--- config.mk ---
export PLATFORM = sky130hd
export DESIGN_NAME = relative_quaternion_to_euler
export DESIGN_NICKNAME = d
export VERILOG_FILES = /design/src/rtl/core/rqe_pkg.sv /design/src/rtl/core/rqe_cordic.sv /design/src/rtl/core/relative_quaternion_to_euler.sv
export VERILOG_INCLUDE_DIRS = /design/src /design/src/rtl/core
export SDC_FILE = /design/constraint.sdc
export NUM_CORES = 2
export LEC_CHECK = 0
export ABC_AREA = 1
export BUFFER_PORTS_ARGS = -buffer_cell sky130_fd_sc_hd__buf_4
export CELL_PAD_IN_SITES_DETAIL_PLACEMENT = 2
export CELL_PAD_IN_SITES_GLOBAL_PLACEMENT = 2
export CORE_AREA = 2 2 439 441
export DETAILED_ROUTE_END_ITERATION = 8
export DIE_AREA = 0 0 441 443
export GPL_ROUTABILITY_DRIVEN = 0
export GPL_TIMING_DRIVEN = 1
export PLACE_DENSITY = 0.75
export SLEW_MARGIN = 20
export SYNTH_ARGS = -nofsm -noshare
export SYNTH_HDL_FRONTEND = slang
export SYNTH_SLANG_ARGS = --single-unit
--- constraint.sdc ---
create_clock -name clk -period 12.9 [get_ports clk]
set_clock_uncertainty 0.1 [all_clocks]
set_input_delay 0.645 -clock clk [delete_from_list [all_inputs] [get_ports clk]]
set_output_delay 0.645 -clock clk [all_outputs]
set_load 0.005 [all_outputs]
--- src/rtl/core/relative_quaternion_to_euler_assert.svh ---
// Assertion macros for the relative quaternion to Euler block.
// Used by the top level only; no other dependencies.
`ifndef RELATIVE_QUATERNION_TO_EULER_ASSERT_SVH
`define RELATIVE_QUATERNION_TO_EULER_ASSERT_SVH
// implication checked on every clock, disabled in reset
`define RQE_ASSERT_IMP(label, clk, rst_n, a, b) \
    label: assert property (@(posedge clk) disable iff (!rst_n) (a) |-> (b)) \
        else $error("assertion failed");
// next-cycle implication
`define RQE_ASSERT_NXT(label, clk, rst_n, a, b) \
    label: assert property (@(posedge clk) disable iff (!rst_n) (a) |=> (b)) \
        else $error("assertion failed");
`endif

--- src/rtl/core/rqe_pkg.sv ---
// Package for the relative quaternion to Euler block: payload types,
// register indexes and the CORDIC angle table. No dependencies.
package rqe_pkg;
    typedef struct packed {
        logic signed [15:0] quat_w;
        logic signed [15:0] quat_x;
        logic signed [15:0] quat_y;
        logic signed [15:0] quat_z;
    } quat_t;

    typedef struct packed {
        logic signed [15:0] roll_deg;
        logic signed [15:0] pitch_deg;
        logic signed [15:0] yaw_deg;
    } euler_t;

    localparam logic [2:0] REG_REF_W = 3'd0;
    localparam logic [2:0] REG_REF_X = 3'd1;
    localparam logic [2:0] REG_REF_Y = 3'd2;
    localparam logic [2:0] REG_REF_Z = 3'd3;
    localparam logic [2:0] REG_REF_EN = 3'd4;

    localparam int CORDIC_STEPS = 20;
    localparam int AW = 40;   // CORDIC vector / angle width
    localparam logic signed [AW-1:0] DEG180 = 40'sd11796480;
    localparam logic signed [17:0] OUT_LIMIT = 18'sd23040;

    function automatic logic [21:0] atan_tab(input logic [4:0] i);
        logic [21:0] r;
        case (i)
            5'd0: r = 22'd2949120;  5'd1: r = 22'd1740967;
            5'd2: r = 22'd919879;   5'd3: r = 22'd466945;
            5'd4: r = 22'd234379;   5'd5: r = 22'd117304;
            5'd6: r = 22'd58666;    5'd7: r = 22'd29335;
            5'd8: r = 22'd14668;    5'd9: r = 22'd7334;
            5'd10: r = 22'd3667;    5'd11: r = 22'd1833;
            5'd12: r = 22'd917;     5'd13: r = 22'd458;
            5'd14: r = 22'd229;     5'd15: r = 22'd115;
            5'd16: r = 22'd57;      5'd17: r = 22'd29;
            5'd18: r = 22'd14;      5'd19: r = 22'd7;
            default: r = 22'd0;
        endcase
        return r;
    endfunction
endpackage

--- src/rtl/core/rqe_cordic.sv ---
// Iterative CORDIC vectoring unit: atan2 in 2^-16 degree, one step a cycle.
// Depends on rqe_pkg.
module rqe_cordic (
    input  logic                           clk,
    input  logic                           rst_n,
    input  logic                           start,
    input  logic signed [rqe_pkg::AW-1:0]  arg_y,
    input  logic signed [rqe_pkg::AW-1:0]  arg_x,
    output logic                           done,
    output logic signed [rqe_pkg::AW-1:0]  angle
);
    import rqe_pkg::*;

    logic signed [AW-1:0] x_reg, x_next, y_reg, y_next, z_reg, z_next;
    logic [4:0] step_reg, step_next;
    logic busy_reg, busy_next, done_reg, done_next;
    logic signed [AW-1:0] dx, dy, tab;

    assign dx = y_reg >>> step_reg;
    assign dy = x_reg >>> step_reg;
    assign tab = AW'(signed'({1'b0, atan_tab(step_reg)}));

    always_comb
    begin
        x_next = x_reg;
        y_next = y_reg;
        z_next = z_reg;
        step_next = step_reg;
        busy_next = busy_reg;
        done_next = 1'b0;
        if (start)
        begin
            step_next = 5'd0;
            if (arg_x == '0 && arg_y == '0)
            begin
                x_next = '0;
                y_next = '0;
                z_next = '0;
                busy_next = 1'b0;
                done_next = 1'b1;
            end
            else if (arg_x < 0)
            begin
                x_next = -arg_x;
                y_next = -arg_y;
                z_next = (arg_y >= 0) ? DEG180 : -DEG180;
                busy_next = 1'b1;
            end
            else
            begin
                x_next = arg_x;
                y_next = arg_y;
                z_next = '0;
                busy_next = 1'b1;
            end
        end
        else if (busy_reg)
        begin
            if (y_reg > 0)
            begin
                x_next = x_reg + dx;
                y_next = y_reg - dy;
                z_next = z_reg + tab;
            end
            else
            begin
                x_next = x_reg - dx;
                y_next = y_reg + dy;
                z_next = z_reg - tab;
            end
            step_next = step_reg + 5'd1;
            if (step_reg == 5'(CORDIC_STEPS - 1))
            begin
                busy_next = 1'b0;
                done_next = 1'b1;
            end
        end
    end

    always_ff @(posedge clk or negedge rst_n)
    begin
        if (!rst_n)
        begin
            busy_reg <= 1'b0;
            done_reg <= 1'b0;
            step_reg <= '0;
        end
        else
        begin
            busy_reg <= busy_next;
            done_reg <= done_next;
            step_reg <= step_next;
        end
    end

    always_ff @(posedge clk)
    begin
        x_reg <= x_next;
        y_reg <= y_next;
        z_reg <= z_next;
    end

    assign done = done_reg;
    assign angle = z_reg;
endmodule

--- src/rtl/core/relative_quaternion_to_euler.sv ---
// A decimated sample runs the relative quaternion products and rounding (reference on only),
// the argument products and three CORDIC runs, then raises out_valid; an atan2 with two zero
// arguments ends its run early. No new sample is accepted until out_valid is taken, so an output
// stall holds the input; samples skipped by the decimation are accepted while idle.
// Reset: asynchronous, active low; references to identity, phase to zero.
// Depends on rqe_pkg, rqe_cordic and the assertion header.
module relative_quaternion_to_euler #(
    parameter int DECIMATION = 4
) (
    input  logic            clk,
    input  logic            rst_n,
    input  logic            in_valid,
    output logic            in_stall,
    input  rqe_pkg::quat_t  in_data,
    output logic            out_valid,
    input  logic            out_stall,
    output rqe_pkg::euler_t out_data,
    input  logic            cfg_we,
    input  logic [2:0]      cfg_index,
    input  logic [15:0]     cfg_wdata
);
    import rqe_pkg::*;
    `include "relative_quaternion_to_euler_assert.svh"

    localparam int PW = (DECIMATION > 1) ? $clog2(DECIMATION) : 1;
    localparam logic [3:0] S_IDLE = 4'd0, S_REL = 4'd1, S_RND = 4'd2,
        S_ARG = 4'd3, S_C0 = 4'd4, S_W0 = 4'd5, S_C1 = 4'd6, S_W1 = 4'd7,
        S_C2 = 4'd8, S_W2 = 4'd9, S_OUT = 4'd10;

    logic [3:0] st_reg, st_next;
    logic [PW-1:0] phase_reg;
    logic signed [15:0] rw_reg, rx_reg, ry_reg, rz_reg;
    logic ren_reg;
    logic signed [19:0] q_reg [4];
    logic signed [AW-1:0] acc_reg [5];
    logic signed [AW-1:0] acc_c;
    logic [4:0] k_reg;
    logic signed [19:0] ma, mb;
    logic signed [39:0] prod;
    logic neg;
    logic [2:0] dst;
    logic c_start, c_done;
    logic signed [AW-1:0] c_y, c_x, c_ang;
    logic signed [15:0] roll_reg, pitch_reg, yaw_reg;
    logic ov_reg;
    logic signed [17:0] rn;
    logic signed [AW-1:0] rs;
    logic acc_in;

    assign in_stall = (st_reg != S_IDLE);
    assign acc_in = in_valid && !in_stall;

    // multiply schedule: product terms for the relative quaternion (k 0..15)
    // then the five angle arguments (k 16..25)
    always_comb
    begin
        ma = '0; mb = '0; neg = 1'b0; dst = 3'd0;
        if (st_reg == S_REL)
        begin
            dst = 3'(k_reg[3:2]);
            case (k_reg[1:0])
                2'd0: ma = 20'(rw_reg);
                2'd1: ma = 20'(rx_reg);
                2'd2: ma = 20'(ry_reg);
                default: ma = 20'(rz_reg);
            endcase
            // conj(ref)*q : component j = sum sign * ref_m * q_n
            case (k_reg[3:0])
                4'd0: begin mb = q_reg[0]; end
                4'd1: begin mb = q_reg[1]; end
                4'd2: begin mb = q_reg[2]; end
                4'd3: begin mb = q_reg[3]; end
                4'd4: begin mb = q_reg[1]; end
                4'd5: begin mb = q_reg[0]; neg = 1'b1; end
                4'd6: begin mb = q_reg[3]; neg = 1'b1; end
                4'd7: begin mb = q_reg[2]; end
                4'd8: begin mb = q_reg[2]; end
                4'd9: begin mb = q_reg[3]; end
                4'd10: begin mb = q_reg[0]; neg = 1'b1; end
                4'd11: begin mb = q_reg[1]; neg = 1'b1; end
                4'd12: begin mb = q_reg[3]; end
                4'd13: begin mb = q_reg[2]; neg = 1'b1; end
                4'd14: begin mb = q_reg[1]; end
                default: begin mb = q_reg[0]; neg = 1'b1; end
            endcase
        end
        else
        begin
            // sr=2(wx+yz) cr=1-2(xx+yy) syz=1-2(yy+zz) sp=2(wy+xz) sy=2(wz+xy)
            case (k_reg)
                5'd16: begin ma = q_reg[0]; mb = q_reg[1]; dst = 3'd0; end
                5'd17: begin ma = q_reg[2]; mb = q_reg[3]; dst = 3'd0; end
                5'd18: begin ma = q_reg[1]; mb = q_reg[1]; dst = 3'd1; neg = 1'b1; end
                5'd19: begin ma = q_reg[2]; mb = q_reg[2]; dst = 3'd1; neg = 1'b1; end
                5'd20: begin ma = q_reg[2]; mb = q_reg[2]; dst = 3'd2; neg = 1'b1; end
                5'd21: begin ma = q_reg[3]; mb = q_reg[3]; dst = 3'd2; neg = 1'b1; end
                5'd22: begin ma = q_reg[0]; mb = q_reg[2]; dst = 3'd3; end
                5'd23: begin ma = q_reg[1]; mb = q_reg[3]; dst = 3'd3; end
                5'd24: begin ma = q_reg[0]; mb = q_reg[3]; dst = 3'd4; end
                default: begin ma = q_reg[1]; mb = q_reg[2]; dst = 3'd4; end
            endcase
        end
    end

    assign prod = ma * mb;
    assign acc_c = neg ? (acc_reg[dst] - AW'(prod)) : (acc_reg[dst] + AW'(prod));

    always_comb
    begin
        st_next = st_reg;
        c_start = 1'b0;
        c_y = acc_reg[0];
        c_x = acc_reg[1];
        case (st_reg)
            S_IDLE:
                if (acc_in && phase_reg == PW'(DECIMATION - 1))
                    st_next = ren_reg ? S_REL : S_ARG;
            S_REL: if (k_reg == 5'd15) st_next = S_RND;
            S_RND: st_next = S_ARG;
            S_ARG:
                if (k_reg == 5'd25)
                    st_next = S_C0;
            S_C0: begin c_start = 1'b1; st_next = S_W0; end
            S_W0: if (c_done) st_next = S_C1;
            S_C1: begin c_start = 1'b1; c_y = acc_reg[3]; c_x = acc_reg[2];
                st_next = S_W1; end
            S_W1: if (c_done) st_next = S_C2;
            S_C2: begin c_start = 1'b1; c_y = acc_reg[4]; c_x = acc_reg[2];
                st_next = S_W2; end
            S_W2: if (c_done) st_next = S_OUT;
            S_OUT: if (!ov_reg) st_next = S_IDLE;
            default: st_next = S_IDLE;
        endcase
    end

    rqe_cordic u_cordic (
        .clk   (clk),
        .rst_n (rst_n),
        .start (c_start),
        .arg_y (c_y),
        .arg_x (c_x),
        .done  (c_done),
        .angle (c_ang)
    );

    // round to 1/128 degree, optionally negate, saturate
    assign rs = (c_ang + AW'(256)) >>> 9;
    always_comb
    begin
        logic signed [AW-1:0] v;
        v = (st_reg == S_W2) ? -rs : rs;
        if (v > AW'(OUT_LIMIT)) rn = OUT_LIMIT;
        else if (v < -AW'(OUT_LIMIT)) rn = -OUT_LIMIT;
        else rn = 18'(v);
    end

    always_ff @(posedge clk or negedge rst_n)
    begin
        if (!rst_n)
        begin
            st_reg <= S_IDLE;
            phase_reg <= '0;
            rw_reg <= 16'sd16384;
            rx_reg <= '0;
            ry_reg <= '0;
            rz_reg <= '0;
            ren_reg <= 1'b0;
            ov_reg <= 1'b0;
            k_reg <= '0;
        end
        else
        begin
            st_reg <= st_next;
            if (cfg_we)
            begin
                case (cfg_index)
                    REG_REF_W: rw_reg <= cfg_wdata;
                    REG_REF_X: rx_reg <= cfg_wdata;
                    REG_REF_Y: ry_reg <= cfg_wdata;
                    REG_REF_Z: rz_reg <= cfg_wdata;
                    REG_REF_EN: ren_reg <= cfg_wdata[0];
                    default: ;
                endcase
            end
            if (acc_in)
                phase_reg <= (phase_reg == PW'(DECIMATION - 1)) ? '0 : phase_reg + PW'(1);
            if (st_reg == S_IDLE)
                k_reg <= ren_reg ? 5'd0 : 5'd16;
            else if (st_reg == S_REL || st_reg == S_ARG)
                k_reg <= k_reg + 5'd1;
            if (st_reg == S_W2 && c_done)
                ov_reg <= 1'b1;
            else if (ov_reg && !out_stall)
                ov_reg <= 1'b0;
        end
    end

    always_ff @(posedge clk)
    begin
        if (acc_in)
        begin
            q_reg[0] <= 20'(in_data.quat_w);
            q_reg[1] <= 20'(in_data.quat_x);
            q_reg[2] <= 20'(in_data.quat_y);
            q_reg[3] <= 20'(in_data.quat_z);
            for (int i = 0; i < 5; i++)
                acc_reg[i] <= '0;
        end
        if (st_reg == S_REL)
            acc_reg[dst] <= acc_c;
        if (st_reg == S_RND)
        begin
            // relative quaternion, rounded and not saturated
            for (int i = 0; i < 4; i++)
            begin
                q_reg[i] <= 20'((acc_reg[i] + AW'(8192)) >>> 14);
                acc_reg[i] <= '0;
            end
        end
        if (st_reg == S_ARG)
        begin
            if (k_reg == 5'd16)
            begin
                acc_reg[0] <= AW'(prod);
                acc_reg[1] <= '0;
                acc_reg[2] <= '0;
                acc_reg[3] <= '0;
                acc_reg[4] <= '0;
            end
            else if (k_reg != 5'd25)
                acc_reg[dst] <= acc_c;
            if (k_reg == 5'd25)
            begin
                // double, then add one for the cosine-like terms
                acc_reg[0] <= acc_reg[0] <<< 1;
                acc_reg[1] <= (acc_reg[1] <<< 1) + (AW'(1) <<< 28);
                acc_reg[2] <= (acc_reg[2] <<< 1) + (AW'(1) <<< 28);
                acc_reg[3] <= acc_reg[3] <<< 1;
                acc_reg[4] <= (acc_c) <<< 1;
            end
        end
        if (st_reg == S_W0 && c_done) roll_reg <= 16'(rn);
        if (st_reg == S_W1 && c_done) pitch_reg <= 16'(rn);
        if (st_reg == S_W2 && c_done) yaw_reg <= 16'(rn);
    end

    assign out_valid = ov_reg;
    assign out_data.roll_deg = roll_reg;
    assign out_data.pitch_deg = pitch_reg;
    assign out_data.yaw_deg = yaw_reg;

    `RQE_ASSERT_IMP(a_busy_stalls, clk, rst_n, ov_reg, in_stall)
    `RQE_ASSERT_NXT(a_out_hold, clk, rst_n, ov_reg && out_stall, ov_reg && $stable(out_data))
    `RQE_ASSERT_IMP(a_start_idle, clk, rst_n, c_start, st_reg != S_IDLE)
endmodule
# Word level (Yosys, flattened, before mapping)
# Memories as Yosys holds them, arrays and structs flattened.
# Cells that the tools add are included.
[totals] out_inout_bits=50 latchBits=0 ram_bits=280 reg_bits=252 n_memories=3 mem_bits_ro=704 input_bits=88
[op_classes] bitwise=19 order_cmp=5 reduce_logical=42 n_div=0 n_eq_ne=49 n_mul=1 addsub=21 n_mux=97 shifts=2
[memory_table] name="(no name shown)" words=32 width=22 rd=1 rd_clocked_by_memory_dff=0 wr=0 line_no="rqe_pkg.sv:30" source="case (i)"
[memory_table] name="acc_reg" words=5 width=40 rd=6 rd_clocked_by_memory_dff=0 wr=5 line_no="relative_quaternion_to_euler.sv:35" source="logic signed [AW-1:0] acc_reg [5];"
[memory_table] name="q_reg" words=4 width=20 rd=4 rd_clocked_by_memory_dff=0 wr=4 line_no="relative_quaternion_to_euler.sv:34" source="logic signed [19:0] q_reg [4];"
[ops] cell="two-way mux 40 bit" n=35
[ops] cell="one-hot mux 20 bit (3 select lines)" n=3
[ops] cell="adder 34 x 15 -> 34 bit, second input constant" n=4
[ops] cell="adder 40 bit" n=3
[ops] cell="two-way mux 20 bit" n=6
[ops] cell="subtractor 40 bit" n=3
[ops] cell="adder 40 x 30 -> 40 bit, second input constant" n=2
[ops] cell="logical NOT 40 bit" n=2
[ops] cell="negation 40 bit" n=2
[ops] cell="one-hot mux 40 bit (2 select lines)" n=1
[ops] cell=">>> shifter 40 x 5 -> 40 bit" n=2
[ops] cell="== test 5 bit, second input constant" n=11
[ops] cell="one-hot mux 4 bit (11 select lines)" n=1
[ops] cell="adder 40 x 10 -> 40 bit, second input constant" n=1
[ops] cell="adder 40 x 23 -> 40 bit" n=1
[ops] cell="greater-or-equal comparator 40 x 1 -> 1 bit, second input constant" n=1
[ops] cell="> comparator 40 x 1 -> 1 bit, second input constant" n=1
[ops] cell="> comparator 40 x 16 -> 1 bit, second input constant" n=1
[ops] cell="< comparator 40 x 1 -> 1 bit, second input constant" n=1
[ops] cell="< comparator 40 x 16 -> 1 bit, second input constant" n=1
[ops] cell="multiplier 20 x 20 -> 40 bit" n=1
[ops] cell="negation 31 -> 40 bit" n=1
[ops] cell="one-hot mux 20 bit (2 select lines)" n=1
[ops] cell="OR reduction 40 bit" n=1
[ops] cell="other kinds (38)" n=150

# Logic depth before layout (Yosys ltp)
[depth] depth_word=9 depth_mapped=68

# Hierarchy
# Synthesis repeated with hierarchy kept, for this count alone.
[hier_totals] hier_cells=9716 hier_area_um2=68456.9
[by_module_without_submodules] mod="relative_quaternion_to_euler" n_inst=1 cells_each=6012 area_per_inst_um2=46604.7
[by_module_without_submodules] mod="rqe_cordic" n_inst=1 cells_each=3704 area_per_inst_um2=21852.2

# Worst setup path after synthesis
# No wires, ideal clock.
[synth_timing] kind="reg-to-reg" from="register k_reg[0]" to="memory acc_reg[4][37] (data pin)" arrival_time_ps=10106 stages_incl_launch_ff=50 period_less_slack_ps=10338 required_time_ps=12667 slack_ps=2562 cell_sequence="dfrtp_1 -> inv_1 -> ha_1 -> clkbuf_1 -> nand2_1 -> nand2_1 -> nor2_1 -> inv_2 -> nor3_1 -> buf_2 -> buf_2 -> a21oi_1 -> nand2_1 -> nand2_1 -> nor2_1 -> inv_1 -> fa_1 -> inv_1 -> [... 14 more ...] -> xnor2_1 -> nor2b_1 -> nand3b_1 -> nor2_1 -> nand3_1 -> nand2_1 -> nand2_1 -> nand2_1 -> o21ai_0 -> ha_1 -> nand2_1 -> nor2_1 -> inv_1 -> nor4_1 -> nand2_1 -> o211ai_1 -> xor2_1 -> a22o_1"
[synth_rtl] element="start, declared" line_no="relative_quaternion_to_euler.sv:37" source="logic [4:0] k_reg;"
[synth_rtl] element="start signal, assigned" line_no="relative_quaternion_to_euler.sv:188" source="k_reg <= ren_reg ? 5'd0 : 5'd16;"
[synth_rtl] element="start signal, assigned" line_no="relative_quaternion_to_euler.sv:190" source="k_reg <= k_reg + 5'd1;"
[synth_rtl] element="end, declared" line_no="relative_quaternion_to_euler.sv:35"

==> impl_summary.md <==
Floorplan
The chip height is ~440 um. The floorplan has 161 rows. The overall die width is approximately 440 um. The area of the die is approximately 0.20 mm2.

For this design the top-level I/O count stands at between 100 and 150. The initial utilization of the core area, before any placement, comes to 0.348. The area of the core region is roughly 0.19 mm2.

Synth
The portion of the post-synthesis area used by sequential elements is 0.252. Counting flops and latches in the post-synthesis netlist gives about 570. Summing every instance area after synthesis gives approximately 0.066 mm2.

edfxtp_1 takes more of the synthesized area than any other cell. During synthesis, Yosys emitted a total of 0 warnings. The synthesized design contains 488 enable-type register cells. In the synthesized netlist the dominant register cell turns out to be edfxtp_1. After synthesis, the cell types taking the most area are edfxtp_1, fa_1, nand2_1, inv_1, ha_1. Counting distinct cell types in the post-synthesis netlist gives 74.

By area, the combinational part of the netlist is dominated by simple AND/OR/NAND/NOR gates. Sorting the synthesized cells by how often they occur yields nand2_1, inv_1, nor2_1. The per-instance average area after synthesis is approximately 7 um2.

The share of synthesized area in the top cell type comes to 0.221. The fraction of the mapped netlist area in compound gates is 0.164. The post-synthesis share of cell area spent on full adders, half adders and majority gates is 0.183.

The synthesized-area fraction occupied by and/or/nand/nor cells is 0.241. Of the total synthesized cell area, the portion taken by XOR and XNOR cells is 0.0437. The synthesized netlist cell count is slightly above 9,000. The share of synthesized registers carrying an async set or reset is 0.147. Yosys instantiated no cell more often than nand2_1. Measured against the total synthesized area, the mux share comes to 0.00482.

CTS
Counting every sink on the clock net gives around 570. The CTS buffer count is slightly below 80. The H-tree generated during clock tree synthesis spans 3 levels.

In this run the deepest clock path goes through 3 buffers. At the later pin of the worst-skew pair, clock insertion delay measures about 0.75 ns. The tree is rooted in a clkbuf_16.

TritonCTS built the clock tree. The clock-pin transition on the worst setup and hold timing paths is roughly 0.060 ns.

Final layout
From synthesis to final layout, the design area changed by 11.6%. The number of nets in the final layout is about 10,000. The area of all placed cells without fillers is ~0.074 mm2.

The filler-free cell count of the finished design is ~12,000. The number of flip-flops under the largest register name is 240. The core occupancy in the finished layout is 0.388. Of the cells placed in the final design, the portion with a size suffix greater than 1 is 0.0811.

Power
Power spread over the standard cell area amounts to roughly 60 mW/mm2. VDD sags by at most 0.0922 mV. The leakage component of the power is around 34 nW.

Global routing
The maximum number of pins on one net before global-route repair is between 150 and 200. The global-route congestion overflow total is 0. The first-pass GRT wire length is 501,000 um.

The via count of the first global-routing pass is between 70,000 and 80,000. The initial antenna violation count is 17. In the global route stage, overall resource usage came out at 0.344.

Placement
In this run the cell area measured after placement is ~0.071 mm2. Counting tap cells, the placed design contains a total of 11,942 instances. The HPWL reported at the end of detailed placement is between 200,000 and 300,000 um. The number of input and output port buffers inserted is 137.

STA
In the finished design, the share of the clock period the worst path needs comes to 0.973. The highest attainable clock frequency is around 80 MHz. The count of final hold-check violations was 0.

The worst pin sits at a relative slew slack of 0.131. At the pin with the least slew margin, the transition time is roughly 1.3 ns. The minimum clock period is roughly 13 ns.

The final total negative setup slack is 0 ns. The max-slew violation total from the final report was 0. The worst hold margin is ~0.086 ns.

The number of failing setup endpoints in the final timing report is 0.

Routing
The detail route stage leaves a number of antenna-violating nets equal to 0. The routed wire length is about 340,000 um. The first routing iteration left between 5,000 and 6,000 violations. In the final routed layout, each cell accounts on average for between 20 and 30 um. After detailed routing, the number of remaining DRC violations is 0. The routed layout has a little under 70,000 vias. Using the TritonRoute via totals, the vias-per-cell ratio works out to around 5.7. The first TritonRoute pass finished after 6 iterations.

Worst hold path
Along the worst hold path, the cell count comes to 3. The tightest min-delay check is of the input pin to flop type.

Setup path
Together, buffers and inverters on the worst path number 13. The kind of cell adding the most delay to the critical path is adder cells. The delay of the slowest cell on the worst path is ~0.62 ns.

The worst register-to-register path ends at acc_reg[4][37]$_DFFE_PP_. The end of the critical path is acc_reg[4][37]$_DFFE_PP_. The critical register-to-register path startpoint is k_reg[0]$_DFFE_PN0P_. The worst setup path is of the flop to flop kind. In this run the worst path has a maximum fanout of 9.

The largest individual stage delay along the critical path comes from the cell fa_1. STA classifies the critical path startpoint as a flop. The data arrival time of the critical path is ~13 ns. The cell depth of the worst setup path is 52. STA classifies the critical path endpoint as a flop. The cell seen most often among critical-path stages is nand2_1. Counting cells, the worst reg-to-reg path comes to 52. The setup slack of the most critical reg-to-reg path is approximately 0.35 ns. The start point of the critical path is k_reg[0]$_DFFE_PN0P_. Data on the critical path is required at its endpoint by 13.28 ns.

Run
The number of violations of the max-capacitance limit is 0.

Outcome
The run finished with clean final reports.
-- placed cells by master (no fill, tap or decap), drive strengths merged, types with 83 or more instances in the layout --
master,count
nand2,2261
inv,1553
nor2,1024
o21ai,829
edfxtp,488
a21oi,469
fa,425
buf,377
nand3,308
ha,291
xor2,243
o22ai,206
clkbuf,100
nand4,92
nor3,89
xnor2,88
dfrtp,83
-- area by class of cell --
cell class	instances	area, um2
multi-input combinational	6904	42700
tap	2526	3160
antenna	4	10.0
timing repair buffer	380	2930
clock buffer	98	2110
inverter	1577	5970
clock inverter	43	485
sequential	572	16800
fill	22625	117000
-- power by group --
part	switching [mW]	internal, mW	total (mW)
clock network	1.00	1.27	2.27
logic	0.0833	0.0465	0.130
registers	0.0273	2.03	2.06
total	1.11	3.35	4.46
-- kinds of logic (layout without fill, tap and decap cells) --
kind of cell	after synthesis	count (layout)
XOR/XNOR	331	331
buffers and inverters	1910	2098
AND/OR/NAND/NOR	3895	3895
AO/OA/AOI/OAI	1890	1890
adder cells (fa/ha/maj)	716	716
multiplexers	32	32
other	1	44
flip-flops	572	572
-- worst min-delay path by stage --
stage,startpoint,end,slack (ns)
after global routing,out_stall,out_valid$_DFFE_PN0P_,0.07
final,out_stall,out_valid$_DFFE_PN0P_,0.09
after detailed placement,rx_reg[9]$_DFFE_PN0P_,rx_reg[9]$_DFFE_PN0P_,0.38
after floorplan,rst_n,k_reg[0]$_DFFE_PN0P_,0.25
after global placement,ry_reg[5]$_DFFE_PN0P_,ry_reg[5]$_DFFE_PN0P_,0.37
after CTS,out_stall,out_valid$_DFFE_PN0P_,0.06
-- through the flow --
step                worst slack (ns)  power (mW)
finish                         0.347        4.46
global route                 -0.0216        4.55
CTS                          0.00961        4.46
detailed placement            -0.301        2.22
global placement               0.177        2.21
floorplan                       2.56        2.13
-- worst register-to-register path: cells and delay by family (launching register included) --
kind	cells	cell delay, ns
xor gates and xnor gates	3	0.55
and+or+nand+nor	19	3.60
adders and majority gates	10	4.70
DFF	1	0.38
AOI/OAI and AO/OA	7	1.25
buffers and inverters	13	1.71
-- per-layer routing --
layer / global-route usage / share of wire / up-vias
met5: 0 / 0.00026 / -
met4: 0.207 / 0.071 / 14
met3: 0.0516 / 0.063 / 683
met2: 0.566 / 0.47 / 2307
met1: 0.424 / 0.40 / 35373
li1: - / - / 30689
-- what timing repair did --
item | in CTS | in global routing
endpoints found under the hold margin | 21 | 0
hold buffers | 1 | 0
endpoints found under the setup margin | 12 | 117
setup buffers | 0 | 13
resized for setup | 5 | 47
cloned | 0 | 0
pin swaps | 0 | 2
Note: power is estimated with default switching activity, not from simulation.
